<file path="src/rtl/core/u32x_pkg.sv">
// Shared constants, types and the code point encoder of the UTF-32 transcoder.
package u32x_pkg;

  localparam int CFG_IDX_W  = 2;
  localparam int CFG_DATA_W = 1;
  localparam int BYTE_W     = 8;
  localparam int UNIT_W     = 16;
  localparam int CP_W       = 21;
  localparam int MAX_UNITS  = 4;
  localparam int UNIT_IDX_W = 2;

  // Configuration register indexes
  localparam logic [CFG_IDX_W-1:0] CFG_BIG_ENDIAN   = 2'd0;
  localparam logic [CFG_IDX_W-1:0] CFG_UTF16_OUTPUT = 2'd1;

  localparam logic [CP_W-1:0] REPLACEMENT_CP = 21'h00FFFD;
  localparam logic [31:0]     MAX_CP         = 32'h0010FFFF;
  localparam logic [31:0]     SURR_LO        = 32'h0000D800;
  localparam logic [31:0]     SURR_HI        = 32'h0000DFFF;

  typedef struct packed {
    logic big_endian;
    logic utf16_output;
  } cfg_t;

  typedef struct packed {
    logic [CP_W-1:0] cp;
    logic            replaced;
  } point_t;

  typedef struct packed {
    logic [MAX_UNITS-1:0][UNIT_W-1:0] units;
    logic [UNIT_IDX_W-1:0]            last_idx;
  } units_t;

  // Split one code point into UTF-8 bytes or UTF-16 units
  function automatic units_t encode_point(input logic [CP_W-1:0] cp, input logic utf16);
    units_t    res;
    logic [19:0] v;
    res = '0;
    v   = cp[19:0] - 20'h10000;
    if (utf16) begin
      if (cp < 21'h010000) begin
        res.units[0] = cp[15:0];
        res.last_idx = 2'd0;
      end else begin
        res.units[0] = 16'hD800 | {6'd0, v[19:10]};
        res.units[1] = 16'hDC00 | {6'd0, v[9:0]};
        res.last_idx = 2'd1;
      end
    end else begin
      if (cp < 21'h000080) begin
        res.units[0] = {8'd0, 1'b0, cp[6:0]};
        res.last_idx = 2'd0;
      end else if (cp < 21'h000800) begin
        res.units[0] = {8'd0, 3'b110, cp[10:6]};
        res.units[1] = {8'd0, 2'b10, cp[5:0]};
        res.last_idx = 2'd1;
      end else if (cp < 21'h010000) begin
        res.units[0] = {8'd0, 4'b1110, cp[15:12]};
        res.units[1] = {8'd0, 2'b10, cp[11:6]};
        res.units[2] = {8'd0, 2'b10, cp[5:0]};
        res.last_idx = 2'd2;
      end else begin
        res.units[0] = {8'd0, 5'b11110, cp[20:18]};
        res.units[1] = {8'd0, 2'b10, cp[17:12]};
        res.units[2] = {8'd0, 2'b10, cp[11:6]};
        res.units[3] = {8'd0, 2'b10, cp[5:0]};
        res.last_idx = 2'd3;
      end
    end
    return res;
  endfunction

endpackage

</file>
<file path="src/rtl/core/u32x_in_if.sv">
// Input byte channel of the transcoder.
interface u32x_in_if;
  logic                          valid;
  logic                          ready;
  logic [u32x_pkg::BYTE_W-1:0]   data_byte;
  logic                          end_of_input;

  modport source (output valid, output data_byte, output end_of_input, input ready);
  modport sink   (input valid, input data_byte, input end_of_input, output ready);
endinterface

</file>
<file path="src/rtl/core/u32x_out_if.sv">
// Result channel of the transcoder: one UTF-8 byte or UTF-16 unit per transaction.
interface u32x_out_if;
  logic                          valid;
  logic                          ready;
  logic [u32x_pkg::UNIT_W-1:0]   code_unit;
  logic                          last_of_run;
  logic                          replaced;

  modport source (output valid, output code_unit, output last_of_run, output replaced,
                  input ready);
  modport sink   (input valid, input code_unit, input last_of_run, input replaced,
                  output ready);
endinterface

</file>
<file path="src/rtl/core/u32x_cfg_if.sv">
// Configuration write channel of the transcoder.
interface u32x_cfg_if;
  logic                             valid;
  logic                             ready;
  logic [u32x_pkg::CFG_IDX_W-1:0]   index;
  logic [u32x_pkg::CFG_DATA_W-1:0]  data;

  modport source (output valid, output index, output data, input ready);
  modport sink   (input valid, input index, input data, output ready);
endinterface

</file>
<file path="src/rtl/core/u32x_cfg_regs.sv">
// Configuration registers: byte order and output form.
module u32x_cfg_regs (
  input  logic              clk,
  input  logic              rst_n,
  u32x_cfg_if.sink          cfg_ch,
  output u32x_pkg::cfg_t    cfg
);

  u32x_pkg::cfg_t cfg_r, cfg_nxt;

  assign cfg_ch.ready = 1'b1;
  assign cfg          = cfg_r;

  // Register write decode; unknown indexes are dropped
  always_comb begin
    cfg_nxt = cfg_r;
    if (cfg_ch.valid) begin
      case (cfg_ch.index)
        u32x_pkg::CFG_BIG_ENDIAN:   cfg_nxt.big_endian   = cfg_ch.data[0];
        u32x_pkg::CFG_UTF16_OUTPUT: cfg_nxt.utf16_output = cfg_ch.data[0];
        default:                    cfg_nxt = cfg_r;
      endcase
    end
  end

  always_ff @(posedge clk) begin
    if (!rst_n) begin
      cfg_r <= '0;
    end else begin
      cfg_r <= cfg_nxt;
    end
  end

endmodule

</file>
<file path="src/rtl/core/u32x_assembler.sv">
// Byte gatherer: builds code points from four bytes, validates and flushes.
module u32x_assembler (
  input  logic               clk,
  input  logic               rst_n,
  input  u32x_pkg::cfg_t     cfg,
  u32x_in_if.sink            in_ch,
  output logic               pt_valid,
  output u32x_pkg::point_t   pt,
  input  logic               pt_take
);

  logic [1:0]              held_r, held_nxt;
  logic [23:0]             partial_r, partial_nxt;
  logic                    pt_valid_r, pt_valid_nxt;
  u32x_pkg::point_t        pt_r, pt_nxt;
  logic                    accept;
  logic [31:0]             word;
  logic [31:0]             cp32;
  logic                    bad_cp;

  // Point register frees when downstream takes it
  assign in_ch.ready = !pt_valid_r || pt_take;
  assign accept      = in_ch.valid && in_ch.ready;
  assign pt_valid    = pt_valid_r;
  assign pt          = pt_r;

  // Full word in arrival order, then byte order applied
  assign word   = {partial_r, in_ch.data_byte};
  assign cp32   = cfg.big_endian ? word : {word[7:0], word[15:8], word[23:16], word[31:24]};
  assign bad_cp = (cp32 > u32x_pkg::MAX_CP) ||
                  (cp32 inside {[u32x_pkg::SURR_LO:u32x_pkg::SURR_HI]});

  // Next state of the word gatherer and the point register
  always_comb begin
    held_nxt     = held_r;
    partial_nxt  = partial_r;
    pt_valid_nxt = pt_valid_r && !pt_take;
    pt_nxt       = pt_r;
    if (accept) begin
      if (held_r == 2'd3) begin
        held_nxt     = 2'd0;
        partial_nxt  = '0;
        pt_valid_nxt = 1'b1;
        if (bad_cp) begin
          pt_nxt.cp       = u32x_pkg::REPLACEMENT_CP;
          pt_nxt.replaced = 1'b1;
        end else begin
          pt_nxt.cp       = cp32[u32x_pkg::CP_W-1:0];
          pt_nxt.replaced = 1'b0;
        end
      end else if (in_ch.end_of_input) begin
        // input ends inside a word
        held_nxt        = 2'd0;
        partial_nxt     = '0;
        pt_valid_nxt    = 1'b1;
        pt_nxt.cp       = u32x_pkg::REPLACEMENT_CP;
        pt_nxt.replaced = 1'b1;
      end else begin
        held_nxt     = held_r + 2'd1;
        partial_nxt  = {partial_r[15:0], in_ch.data_byte};
        pt_valid_nxt = 1'b0;
      end
    end
  end

  always_ff @(posedge clk) begin
    if (!rst_n) begin
      held_r     <= '0;
      partial_r  <= '0;
      pt_valid_r <= 1'b0;
    end else begin
      held_r     <= held_nxt;
      partial_r  <= partial_nxt;
      pt_valid_r <= pt_valid_nxt;
    end
  end

  always_ff @(posedge clk) begin
    pt_r <= pt_nxt;
  end

endmodule

</file>
<file path="src/rtl/core/u32x_encoder.sv">
// Encoder and unit buffer: expands a code point and issues one unit per transaction.
module u32x_encoder (
  input  logic               clk,
  input  logic               rst_n,
  input  u32x_pkg::cfg_t     cfg,
  input  logic               pt_valid,
  input  u32x_pkg::point_t   pt,
  output logic               pt_take,
  u32x_out_if.source         out_ch
);

  logic                                        buf_valid_r, buf_valid_nxt;
  logic [u32x_pkg::MAX_UNITS-1:0][u32x_pkg::UNIT_W-1:0] units_r, units_nxt;
  logic [u32x_pkg::UNIT_IDX_W-1:0]             last_r, last_nxt;
  logic [u32x_pkg::UNIT_IDX_W-1:0]             idx_r, idx_nxt;
  logic                                        rep_r, rep_nxt;
  logic                                        out_acc;
  logic                                        on_last;
  logic                                        buf_free;
  u32x_pkg::units_t                            enc;

  assign enc      = u32x_pkg::encode_point(pt.cp, cfg.utf16_output);
  assign on_last  = (idx_r == last_r);
  assign out_acc  = out_ch.valid && out_ch.ready;
  assign buf_free = !buf_valid_r || (out_ch.ready && on_last);
  assign pt_take  = pt_valid && buf_free;

  assign out_ch.valid       = buf_valid_r;
  assign out_ch.code_unit   = units_r[idx_r];
  assign out_ch.last_of_run = on_last;
  assign out_ch.replaced    = rep_r;

  // Load a new run when empty or as the last unit leaves, else step through the run
  always_comb begin
    buf_valid_nxt = buf_valid_r;
    units_nxt     = units_r;
    last_nxt      = last_r;
    idx_nxt       = idx_r;
    rep_nxt       = rep_r;
    if (pt_take) begin
      buf_valid_nxt = 1'b1;
      units_nxt     = enc.units;
      last_nxt      = enc.last_idx;
      idx_nxt       = '0;
      rep_nxt       = pt.replaced;
    end else if (out_acc) begin
      if (on_last) begin
        buf_valid_nxt = 1'b0;
      end else begin
        idx_nxt = idx_r + 2'd1;
      end
    end
  end

  always_ff @(posedge clk) begin
    if (!rst_n) begin
      buf_valid_r <= 1'b0;
      idx_r       <= '0;
    end else begin
      buf_valid_r <= buf_valid_nxt;
      idx_r       <= idx_nxt;
    end
  end

  always_ff @(posedge clk) begin
    units_r <= units_nxt;
    last_r  <= last_nxt;
    rep_r   <= rep_nxt;
  end

endmodule

</file>
<file path="src/rtl/core/utf32_to_utf8_utf16_transcoder.sv">
// Top level of the UTF-32 to UTF-8 / UTF-16 transcoder.
//
// in_ch takes the UTF-32 stream one byte per transaction; every fourth byte
// completes a word that is assembled in the configured byte order. A word
// above U+10FFFF or in the surrogate range becomes U+FFFD with replaced set.
// A byte flagged end_of_input inside a word yields one U+FFFD and clears it.
// out_ch gives one UTF-8 byte or UTF-16 unit per transaction; last_of_run
// marks the final unit caused by an input byte.
// cfg_ch writes big_endian (index 0) and utf16_output (index 1); it is always
// ready; the user writes it only while no transaction is in flight (unenforced).
// A completing byte passes the point register, then the unit buffer, before
// its first unit shows. One byte per cycle is accepted while the point
// register is free or being taken; each code point leaves the unit buffer
// at one unit per cycle while out_ch is ready, which sets the output rate.
// Reset (rst_n low, synchronous) clears the configuration, any partial word
// and all buffered units. When out_ch stalls, the unit buffer and then the
// point register hold, and in_ch drops ready once both are full.
module utf32_to_utf8_utf16_transcoder (
  input  logic        clk,
  input  logic        rst_n,
  u32x_in_if.sink     in_ch,
  u32x_out_if.source  out_ch,
  u32x_cfg_if.sink    cfg_ch
);

  u32x_pkg::cfg_t   cfg;
  logic             pt_valid;
  logic             pt_take;
  u32x_pkg::point_t pt;

  u32x_cfg_regs u_cfg (
    .clk    (clk),
    .rst_n  (rst_n),
    .cfg_ch (cfg_ch),
    .cfg    (cfg)
  );

  u32x_assembler u_asm (
    .clk      (clk),
    .rst_n    (rst_n),
    .cfg      (cfg),
    .in_ch    (in_ch),
    .pt_valid (pt_valid),
    .pt       (pt),
    .pt_take  (pt_take)
  );

  u32x_encoder u_enc (
    .clk      (clk),
    .rst_n    (rst_n),
    .cfg      (cfg),
    .pt_valid (pt_valid),
    .pt       (pt),
    .pt_take  (pt_take),
    .out_ch   (out_ch)
  );

endmodule

</file>
<file path="src/flat_wrapper.sv">
// flat-port wrapper written by rule: the top's interface ports become plain ports
module utf32_to_utf8_utf16_transcoder_flat 
  (clk, rst_n, in_ch_valid, in_ch_data_byte, in_ch_end_of_input, in_ch_ready, out_ch_valid, out_ch_code_unit, out_ch_last_of_run, out_ch_replaced, out_ch_ready, cfg_ch_valid, cfg_ch_index, cfg_ch_data, cfg_ch_ready);
  u32x_in_if in_ch_i ();
  u32x_out_if out_ch_i ();
  u32x_cfg_if cfg_ch_i ();
  input  logic clk;
  input  logic rst_n;
  input wire logic [$bits(in_ch_i.valid)-1:0] in_ch_valid;
  input wire logic [$bits(in_ch_i.data_byte)-1:0] in_ch_data_byte;
  input wire logic [$bits(in_ch_i.end_of_input)-1:0] in_ch_end_of_input;
  output wire logic [$bits(in_ch_i.ready)-1:0] in_ch_ready;
  output wire logic [$bits(out_ch_i.valid)-1:0] out_ch_valid;
  output wire logic [$bits(out_ch_i.code_unit)-1:0] out_ch_code_unit;
  output wire logic [$bits(out_ch_i.last_of_run)-1:0] out_ch_last_of_run;
  output wire logic [$bits(out_ch_i.replaced)-1:0] out_ch_replaced;
  input wire logic [$bits(out_ch_i.ready)-1:0] out_ch_ready;
  input wire logic [$bits(cfg_ch_i.valid)-1:0] cfg_ch_valid;
  input wire logic [$bits(cfg_ch_i.index)-1:0] cfg_ch_index;
  input wire logic [$bits(cfg_ch_i.data)-1:0] cfg_ch_data;
  output wire logic [$bits(cfg_ch_i.ready)-1:0] cfg_ch_ready;
  assign in_ch_i.valid = in_ch_valid;
  assign in_ch_i.data_byte = in_ch_data_byte;
  assign in_ch_i.end_of_input = in_ch_end_of_input;
  assign in_ch_ready = in_ch_i.ready;
  assign out_ch_valid = out_ch_i.valid;
  assign out_ch_code_unit = out_ch_i.code_unit;
  assign out_ch_last_of_run = out_ch_i.last_of_run;
  assign out_ch_replaced = out_ch_i.replaced;
  assign out_ch_i.ready = out_ch_ready;
  assign cfg_ch_i.valid = cfg_ch_valid;
  assign cfg_ch_i.index = cfg_ch_index;
  assign cfg_ch_i.data = cfg_ch_data;
  assign cfg_ch_ready = cfg_ch_i.ready;
  utf32_to_utf8_utf16_transcoder u_core (.clk(clk), .rst_n(rst_n), .in_ch(in_ch_i), .out_ch(out_ch_i), .cfg_ch(cfg_ch_i));
endmodule
</file>
<file path="config.mk">
export PLATFORM = sky130hd
export DESIGN_NAME = utf32_to_utf8_utf16_transcoder_flat
export DESIGN_NICKNAME = d
export VERILOG_FILES = /design/src/rtl/core/u32x_pkg.sv /design/src/rtl/core/u32x_in_if.sv /design/src/rtl/core/u32x_out_if.sv /design/src/rtl/core/u32x_cfg_if.sv /design/src/rtl/core/u32x_cfg_regs.sv /design/src/rtl/core/u32x_assembler.sv /design/src/rtl/core/u32x_encoder.sv /design/src/rtl/core/utf32_to_utf8_utf16_transcoder.sv /design/src/flat_wrapper.sv
export SDC_FILE = /design/constraint.sdc
export NUM_CORES = 1
export LEC_CHECK = 0
export BUFFER_PORTS_ARGS = -buffer_cell sky130_fd_sc_hd__buf_2
export CAP_MARGIN = 20
export CORE_MARGIN = 3
export CORE_UTILIZATION = 54
export DETAILED_ROUTE_END_ITERATION = 8
export GPL_TIMING_DRIVEN = 0
export PLACE_DENSITY_LB_ADDON = 0.25
export SETUP_SLACK_MARGIN = 0.4
export SLEW_MARGIN = 0
export SYNTH_ARGS = -nofsm -noshare
export SYNTH_HDL_FRONTEND = slang
export SYNTH_SLANG_ARGS = --single-unit
</file>
<file path="constraint.sdc">
create_clock -name clk -period 3.5 [get_ports clk]
set_input_delay 0.7 -clock clk [delete_from_list [all_inputs] [get_ports clk]]
set_output_delay 0.7 -clock clk [all_outputs]
set_load 0.01 [all_outputs]
</file>
==> impl_results.html, run 1 <==
<table>
<tr><th>Metric</th><th>Value</th></tr>
<tr><th colspan="2">Synth</th></tr>
<tr><td>Cell types occupying the most area after synthesis</td><td>sky130_fd_sc_hd__edfxtp_1 40%, sky130_fd_sc_hd__dfxtp_1 13%, sky130_fd_sc_hd__mux2i_1 5.3%</td></tr>
<tr><td>Mean cell area of the mapped netlist</td><td>10.5 um^2</td></tr>
<tr><td>Yosys warning total</td><td>0</td></tr>
<tr><td>Part of the Yosys area used for sequential elements</td><td>53.4%</td></tr>
<tr><td>Predominant post-synthesis flop cell</td><td>sky130_fd_sc_hd__edfxtp_1</td></tr>
<tr><td>Number of enable flip-flop cells after synthesis</td><td>66</td></tr>
<tr><td>Cell area after synthesis</td><td>4910 um^2</td></tr>
<tr><td>Number of distinct library cell variants in the gate-level netlist after synthesis</td><td>58</td></tr>
<tr><td>Top cells by count, synth</td><td>66 x sky130_fd_sc_hd__edfxtp_1, 56 x sky130_fd_sc_hd__nand2_1, 45 x sky130_fd_sc_hd__nand3_1</td></tr>
<tr><td>Synthesized net count</td><td>489</td></tr>
<tr><td>Post-synth top area share</td><td>40.3%</td></tr>
<tr><td>Mapped Cells</td><td>470</td></tr>
<tr><td>Count leader, synth</td><td>sky130_fd_sc_hd__edfxtp_1</td></tr>
<tr><td>Share of flip-flops with an asynchronous set or reset after synthesis</td><td>0%</td></tr>
<tr><td>Number of register bits inferred by synthesis</td><td>98</td></tr>
<tr><td>Post-synthesis cell type with the largest combined area</td><td>sky130_fd_sc_hd__edfxtp_1</td></tr>
<tr><th colspan="2">Clock tree</th></tr>
<tr><td>Root buffer selected by CTS</td><td>sky130_fd_sc_hd__clkbuf_8</td></tr>
<tr><td>Quantity of gates resized following cts</td><td>0</td></tr>
<tr><td>Total CTS buffers</td><td>9</td></tr>
<tr><td>Clk pin slew, worst setup/hold paths</td><td>90 ps</td></tr>
<tr><td>Number of buffers between clock root and the deepest sink</td><td>2</td></tr>
<tr><td>Htree depth</td><td>3</td></tr>
<tr><td>Total setup buffers inserted after CTS</td><td>0</td></tr>
<tr><td>Clock latency on the worst-skew pair</td><td>370 ps</td></tr>
<tr><td>CTS tree</td><td>yes</td></tr>
<tr><td>Number of buffers added to fix hold violations after cts</td><td>0</td></tr>
<tr><td>TritonCTS sink count</td><td>98</td></tr>
<tr><th colspan="2">GRT</th></tr>
<tr><td>First-pass GRT wire length</td><td>18.1 mm</td></tr>
<tr><td>Antenna violations before repair</td><td>0</td></tr>
<tr><td>Global-route congestion overflow total</td><td>0</td></tr>
<tr><td>Gr usage total</td><td>22.9%</td></tr>
<tr><td>Maximum number of pins on one net before global-route repair</td><td>39</td></tr>
<tr><td>Vias in the first global route</td><td>3528</td></tr>
<tr><th colspan="2">Worst hold path</th></tr>
<tr><td>End point of the most critical hold path</td><td>u_core.u_enc.out_ch.replaced</td></tr>
<tr><td>Worst hold path depth</td><td>0</td></tr>
<tr><td>Class of the worst hold path</td><td>flip-flop to flip-flop</td></tr>
<tr><td>Hold Startpoint</td><td>u_core.u_asm.pt[0]</td></tr>
<tr><th colspan="2">Drt</th></tr>
<tr><td>Met2 Routed Length</td><td>5.66 mm</td></tr>
<tr><td>Met1 Wirelength</td><td>4.64 mm</td></tr>
<tr><td>First-iteration detailed-routing DRC count</td><td>175</td></tr>
<tr><td>Drt drc</td><td>0</td></tr>
<tr><td>Length of the first detailed-routing pass in iterations</td><td>5</td></tr>
<tr><td>Routed wirelength normalized by instance count</td><td>17.7 um</td></tr>
<tr><td>Sum of met3 wire segment lengths after detailed routing</td><td>549 um</td></tr>
<tr><td>Post-detailed-route count of antenna-violating nets</td><td>0</td></tr>
<tr><td>Highest signal layer in the routed design</td><td>met4</td></tr>
<tr><td>Average via count per standard cell</td><td>5.97</td></tr>
<tr><td>Post-Route WL</td><td>11.2 mm</td></tr>
<tr><td>Routed vias</td><td>3768</td></tr>
<tr><th colspan="2">Setup path</th></tr>
<tr><td>Register-to-register setup slack</td><td>1050 ps</td></tr>
<tr><td>Crit. End Element</td><td>output pin</td></tr>
<tr><td>Required time at the worst-slack endpoint</td><td>2800 ps</td></tr>
<tr><td>Count of cells along the worst register-to-register path</td><td>6</td></tr>
<tr><td>Kind of critical path</td><td>flip-flop to output pin</td></tr>
<tr><td>Category of the worst setup path launch point</td><td>flip-flop</td></tr>
<tr><td>Arrival @ worst endpoint</td><td>1990 ps</td></tr>
<tr><td>Max FO, Critical Path</td><td>10</td></tr>
<tr><td>Start point of the critical path</td><td>u_core.u_enc.idx_r[0]</td></tr>
<tr><td>Reg2reg end</td><td>u_core.u_asm.pt[13]</td></tr>
<tr><td>Crit Reg-Reg Startpoint</td><td>u_core.u_enc.idx_r[0]</td></tr>
<tr><th colspan="2">Floorplanning</th></tr>
<tr><td>Area of the die</td><td>10300 um^2</td></tr>
<tr><td>Core ar.</td><td>8760 um^2</td></tr>
<tr><td>Number of cell rows</td><td>34</td></tr>
<tr><td>Die width</td><td>101 um</td></tr>
<tr><td>Boundary Pins</td><td>38</td></tr>
<tr><td>Chip height</td><td>101 um</td></tr>
<tr><td>Starting Density</td><td>56.1%</td></tr>
<tr><th colspan="2">Pwr</th></tr>
<tr><td>Power density cells</td><td>406 nW/um^2</td></tr>
<tr><td>Clock power frac</td><td>34.0%</td></tr>
<tr><td>VDD IR max</td><td>0.197 mV</td></tr>
<tr><td>Fraction of power spent switching nets</td><td>23.4%</td></tr>
<tr><td>Share of power burned in combinational logic</td><td>8.2%</td></tr>
<tr><td>Seq pwr share</td><td>57.8%</td></tr>
<tr><td>Leakage power total</td><td>1.82 nW</td></tr>
<tr><td>Cell-internal power</td><td>1.70 mW</td></tr>
<tr><td>Power spent charging and discharging nets</td><td>521 uW</td></tr>
<tr><th colspan="2">Final layout</th></tr>
<tr><td>Fill count</td><td>720</td></tr>
<tr><td>Number of nets at the end of the flow</td><td>537</td></tr>
<tr><td>Post-route non-filler standard cell count</td><td>631</td></tr>
<tr><td>Fraction of final layout cells with drive strength greater than 1</td><td>15.1%</td></tr>
<tr><td>Footprint of the flip-flops and latches</td><td>2620 um^2</td></tr>
<tr><td>Area growth from synthesis to layout</td><td>11.3%</td></tr>
<tr><td>Area of the multi-input gates</td><td>2100 um^2</td></tr>
<tr><td># diodes</td><td>0</td></tr>
<tr><th colspan="2">Placement</th></tr>
<tr><td>Cell total after placement</td><td>615</td></tr>
<tr><td>GP Congestion</td><td>0.954</td></tr>
<tr><td>Count of buffers inserted at the top-level ports</td><td>36</td></tr>
<tr><td>Detailed-placement wirelength estimate</td><td>8.46 mm</td></tr>
<tr><th colspan="2">Timing</th></tr>
<tr><td>Peak Freq</td><td>0.372 GHz</td></tr>
<tr><td>Final hold violations</td><td>0</td></tr>
<tr><td>Min Clock Period, post-route</td><td>2690 ps</td></tr>
<tr><td>Worst slew margin relative to its limit</td><td>46.0%</td></tr>
<tr><td>Worst clock skew</td><td>12.0 ps</td></tr>
<tr><td>RSZ-0062 raised after global routing</td><td>no</td></tr>
<tr><td>Final count of pins violating max slew</td><td>0</td></tr>
<tr><td>Post-route fraction of the period consumed by the critical path</td><td>76.8%</td></tr>
<tr><td>TNS Setup</td><td>0 ps</td></tr>
<tr><td>Worst-margin pin slew</td><td>804 ps</td></tr>
<tr><td>Final setup viols</td><td>0</td></tr>
<tr><th colspan="2">Run status</th></tr>
<tr><td>Outcome</td><td>finished clean</td></tr>
<tr><th colspan="2">Job</th></tr>
<tr><td>Reported max-cap violation count</td><td>0</td></tr>
</table>
through the flow:
stage	setup slack [ps]	cell area, um^2	power [mW]	hold slack (ps)	util [%]
3_3_place_gp	307	5230	1.49	406	59.7
4_1_cts	488	5470	2.23	433	62.4
6_report	812	5470	2.22	432	62.4
3_5_place_dp	876	5260	1.49	411	60.0
2_1_floorplan	827	4910	1.43	400	-
5_1_grt	633	5470	2.30	451	62.4
state kept, by name, summed over array words and instances, names as in the netlist:
name and cells:
u_core.u_enc.units_r 41, u_core.u_enc.last_r 2, u_core.u_asm.pt_valid 1, u_core.u_enc.out_ch.replaced 1, u_core.u_asm.partial_r 24, u_core.u_enc.idx_r 2
u_core.u_cfg.cfg 2, u_core.u_asm.held_r 2, u_core.u_enc.out_ch.valid 1, u_core.u_asm.pt 22
power groups by stage:
stage	clock network (mW)	registers (mW)	logic (mW)
floorplan	0	1.30	0.123
finish	0.755	1.28	0.182
CTS	0.763	1.28	0.182
detailed placement	0	1.31	0.181
global placement	0	1.31	0.175
global route	0.815	1.29	0.199
worst max-delay path by stage:
stage / depth (start not counted) / to / slack [ps]
floorplan: 4 / u_core.u_enc.last_r[0] / 830
global placement: 4 / u_core.u_enc.out_ch.replaced / 310
detailed placement: 6 / u_core.u_asm.pt[9] / 880
CTS: 4 / out_ch_code_unit[5] / 490
global route: 5 / in_ch_ready / 630
finish: 4 / out_ch_code_unit[5] / 810
worst max-delay path: stages, from the launching register on:
cell,delay (ps)
sky130_fd_sc_hd__dfxtp_1,310
sky130_fd_sc_hd__buf_2,240
sky130_fd_sc_hd__clkbuf_2,360
sky130_fd_sc_hd__mux4_2,550
sky130_fd_sc_hd__buf_2,150
placed cells by master (no fill, tap or decap), drive strengths merged, types with 3 or more instances in the layout:
master and instances:
nor3b 3, dfxtp 32, a22oi 5, nor4b 4
a21oi 23, nor2b 4, nand3 45, mux4 7
edfxtp 66, mux2i 26, a221o 3, o22ai 3
a31oi 4, inv 16, xnor2 4, nand2b 3
buf 49, o21ai 8, a21boi 28, clkbuf 35
nand2 56, a32oi 4, nor3 17, nor2 30
or3 3, nor4 6, and3 6
metal layers:
metal  GRT usage, %  vias to the layer above
li1               -                     1838
met1           28.6                     1771
met2           38.3                      135
met3           4.75                       24
met4           10.6                        0
met5              0                        -
cell type report:
| class | instances | area share (%) |
|---|---|---|
| Clock buffer | 14 | 3.57 |
| Sequential cell | 98 | 48.0 |
| Clock inverter | 2 | 0.275 |
| Inverter | 15 | 1.03 |
| Buffer | 33 | 2.56 |
| Tap cell | 108 | 2.47 |
| Multi-Input combinational cell | 324 | 38.5 |
| Timing Repair Buffer | 37 | 3.66 |
logic make-up (layout without fill, tap and decap cells):
group / count (synthesis) / count (layout) / share of synthesized area [%]
adder cells (fa/ha/maj): 2 / 2 / 0.509
multiplexers: 34 / 34 / 8.74
buffers and inverters: 48 / 101 / 3.97
AO/OA/AOI/OAI: 97 / 97 / 13.9
other: 1 / 1 / 0.0763
flip-flops: 98 / 98 / 53.4
AND/OR/NAND/NOR: 186 / 186 / 18.7
XOR/XNOR: 4 / 4 / 0.713
Note: power is estimated with default switching activity, not from simulation.
==> run 2: changes to the inputs <==
clock period = 2.2 ns   (was 3.5 ns; I/O delays follow)
==> run 2 against run 1 <==
Against the previous run:
- routed wire length rose by 51%
- setup slack worse by 670 ps
- design area increased by 34%
- sequential share of layout area down 12 points
- die area stayed put
- combinational power rose to 2.8 times the previous value
- via count is 26% higher
- sequential cell count unchanged
- clock-buffer cell count decreased by 1
- core utilization is 21 points higher
- first-iteration DRC count grew 110%
- critical path depth unchanged
- largest power group unchanged
==> impl_results.html, run 2 (synthesized netlist as in run 1, its figures left out) <==
<table>
<tr><th>Metric</th><th>Value</th></tr>
<tr><th colspan="2">Timing</th></tr>
<tr><td>Final hold violations</td><td>0</td></tr>
<tr><td>RSZ-0062 raised after global routing</td><td>yes</td></tr>
<tr><td>Worst-margin pin slew</td><td>701 ps</td></tr>
<tr><td>Final setup viols</td><td>0</td></tr>
<tr><td>Final count of pins violating max slew</td><td>0</td></tr>
<tr><td>Final critical-path setup slack</td><td>139 ps</td></tr>
<tr><td>Worst clock skew</td><td>13.1 ps</td></tr>
<tr><td>TNS Setup</td><td>0 ps</td></tr>
<tr><td>Tightest hold margin</td><td>336 ps</td></tr>
<tr><td>Worst slew margin relative to its limit</td><td>53.3%</td></tr>
<tr><td>Peak Freq</td><td>0.485 GHz</td></tr>
<tr><td>Post-route fraction of the period consumed by the critical path</td><td>93.7%</td></tr>
<tr><td>Min Clock Period, post-route</td><td>2060 ps</td></tr>
<tr><th colspan="2">Placement</th></tr>
<tr><td>Post-DP Area</td><td>5350 um^2</td></tr>
<tr><td>Count of buffers inserted at the top-level ports</td><td>36</td></tr>
<tr><td>GP Congestion</td><td>0.944</td></tr>
<tr><td>Detailed-placement wirelength estimate</td><td>8.87 mm</td></tr>
<tr><td>Post-place setup slack</td><td>-169 ps</td></tr>
<tr><th colspan="2">Drt</th></tr>
<tr><td>Routed vias</td><td>4739</td></tr>
<tr><td>First-iteration detailed-routing DRC count</td><td>362</td></tr>
<tr><td>Drt drc</td><td>0</td></tr>
<tr><td>Average via count per standard cell</td><td>6.59</td></tr>
<tr><td>Post-detailed-route count of antenna-violating nets</td><td>0</td></tr>
<tr><td>Post-Route WL</td><td>16.8 mm</td></tr>
<tr><td>Routed wirelength normalized by instance count</td><td>23.4 um</td></tr>
<tr><td>Length of the first detailed-routing pass in iterations</td><td>5</td></tr>
<tr><th colspan="2">Floorplanning</th></tr>
<tr><td>Area of the die</td><td>10300 um^2</td></tr>
<tr><td>Number of cell rows</td><td>34</td></tr>
<tr><td>Die width</td><td>101 um</td></tr>
<tr><td>Chip height</td><td>101 um</td></tr>
<tr><td>Boundary Pins</td><td>38</td></tr>
<tr><td>Starting Density</td><td>56.1%</td></tr>
<tr><td>Core ar.</td><td>8760 um^2</td></tr>
<tr><th colspan="2">GRT</th></tr>
<tr><td>Antenna violations before repair</td><td>0</td></tr>
<tr><td>Maximum number of pins on one net before global-route repair</td><td>17</td></tr>
<tr><td>Global-route congestion overflow total</td><td>0</td></tr>
<tr><td>Vias in the first global route</td><td>4169</td></tr>
<tr><td>Gr usage total</td><td>27.7%</td></tr>
<tr><td>First-pass GRT wire length</td><td>21.5 mm</td></tr>
<tr><th colspan="2">Final layout</th></tr>
<tr><td>Footprint of the flip-flops and latches</td><td>2640 um^2</td></tr>
<tr><td>Most flop-heavy register</td><td>u_core.u_enc.units_r</td></tr>
<tr><td>Design area</td><td>7300 um^2</td></tr>
<tr><td>Area of the multi-input gates</td><td>2830 um^2</td></tr>
<tr><td>Most used cells in the layout excluding fill and tap cells</td><td>66 x sky130_fd_sc_hd__edfxtp_1, 47 x sky130_fd_sc_hd__nand2_1, 47 x sky130_fd_sc_hd__buf_4</td></tr>
<tr><td>Most common cell after layout, fill and taps aside</td><td>sky130_fd_sc_hd__edfxtp_1</td></tr>
<tr><td>Number of nets at the end of the flow</td><td>625</td></tr>
<tr><td>Flip-flop count of the largest register, all copies and words added</td><td>41</td></tr>
<tr><td># diodes</td><td>0</td></tr>
<tr><td>Fraction of final layout cells with drive strength greater than 1</td><td>48.9%</td></tr>
<tr><td>Area growth from synthesis to layout</td><td>48.6%</td></tr>
<tr><td>Fill count</td><td>406</td></tr>
<tr><th colspan="2">Clock tree</th></tr>
<tr><td>Total CTS buffers</td><td>9</td></tr>
<tr><td>Htree depth</td><td>3</td></tr>
<tr><td>TritonCTS sink count</td><td>98</td></tr>
<tr><td>Number of buffers between clock root and the deepest sink</td><td>2</td></tr>
<tr><td>Root buffer selected by CTS</td><td>sky130_fd_sc_hd__clkbuf_8</td></tr>
<tr><td>CTS tree</td><td>yes</td></tr>
<tr><td>Clk pin slew, worst setup/hold paths</td><td>100 ps</td></tr>
<tr><td>Clock latency on the worst-skew pair</td><td>370 ps</td></tr>
<tr><th colspan="2">Pwr</th></tr>
<tr><td>Total Power</td><td>3.76 mW</td></tr>
<tr><td>Leakage power total</td><td>2.56 nW</td></tr>
<tr><td>VDD IR max</td><td>0.299 mV</td></tr>
<tr><td>Power density cells</td><td>515 nW/um^2</td></tr>
<tr><th colspan="2">Setup path</th></tr>
<tr><td>Crit. End Element</td><td>output pin</td></tr>
<tr><td>Required time at the worst-slack endpoint</td><td>1760 ps</td></tr>
<tr><td>Arrival @ worst endpoint</td><td>1620 ps</td></tr>
<tr><td>Crit Reg-Reg Startpoint</td><td>u_core.u_asm.pt[19]</td></tr>
<tr><td>Max FO, Critical Path</td><td>6</td></tr>
<tr><td>Category of the worst setup path launch point</td><td>flip-flop</td></tr>
<tr><td>Kind of critical path</td><td>flip-flop to output pin</td></tr>
<tr><td>Start point of the critical path</td><td>u_core.u_enc.idx_r[0]</td></tr>
<tr><th colspan="2">Worst hold path</th></tr>
<tr><td>Class of the worst hold path</td><td>input port to flip-flop</td></tr>
<tr><td>Hold Startpoint</td><td>in_ch_data_byte[7]</td></tr>
<tr><th colspan="2">Run status</th></tr>
<tr><td>Outcome</td><td>finished clean</td></tr>
<tr><th colspan="2">Job</th></tr>
<tr><td>Reported max-cap violation count</td><td>0</td></tr>
</table>
run 2: worst paths after layout:
check	end	slack, ps	cells after the start
min	u_core.u_asm.partial_r[7]	340	3
min reg2reg	u_core.u_enc.out_ch.replaced	430	0
max	out_ch_code_unit[4]	140	4
max reg2reg	u_core.u_enc.units_r[19]	160	6
run 2: layout make-up:
type	count	share of cell area [%]
Multi-Input combinational cell	327	38.8
Sequential cell	98	36.2
Timing Repair Buffer	120	15.1
Buffer	33	4.20
Clock buffer	13	2.47
Tap cell	108	1.85
Inverter	15	0.874
Clock inverter	3	0.274
Timing Repair inverter	2	0.206
run 2: where the power goes:
part           internal [mW]  total, mW  switching [mW]  leakage [nW]
Combinational          0.245      0.518           0.273          1.63
Clock                  0.545       1.19           0.641         0.105
Sequential              2.01       2.05          0.0463         0.823
run 2: worst max-delay path, stage by stage (launching register included):
cell and delay [ps]:
sky130_fd_sc_hd__dfxtp_2 350, sky130_fd_sc_hd__buf_8 130, sky130_fd_sc_hd__buf_12 120, sky130_fd_sc_hd__mux4_2 500
sky130_fd_sc_hd__buf_6 140
run 2: timing repair:
item                       4_1_cts  5_1_grt
hold buffers                     0        0
setup endpoints to repair      165      166
gates cloned                     6        5
gates resized for setup         91      141
pin swaps                       27       56
buffers inserted                41       37
run 2: routing by layer:
layer	vias up	track usage [%]	part of all wire, %
li1	2026	-	-
met4	0	15.5	7.7
met2	345	48.2	50
met1	2234	32.5	34
met5	-	0	0
met3	134	4.20	8.5
run 2: metrics by stage:
| stage | utilization (%) | instances |
|---|---|---|
| after floorplan | - | 470 |
| after global placement | 61.0 | 614 |
| after detailed placement | 61.0 | 614 |
| after CTS | 71.8 | 677 |
| after global routing | 83.3 | 719 |
| final | 83.3 | 719 |
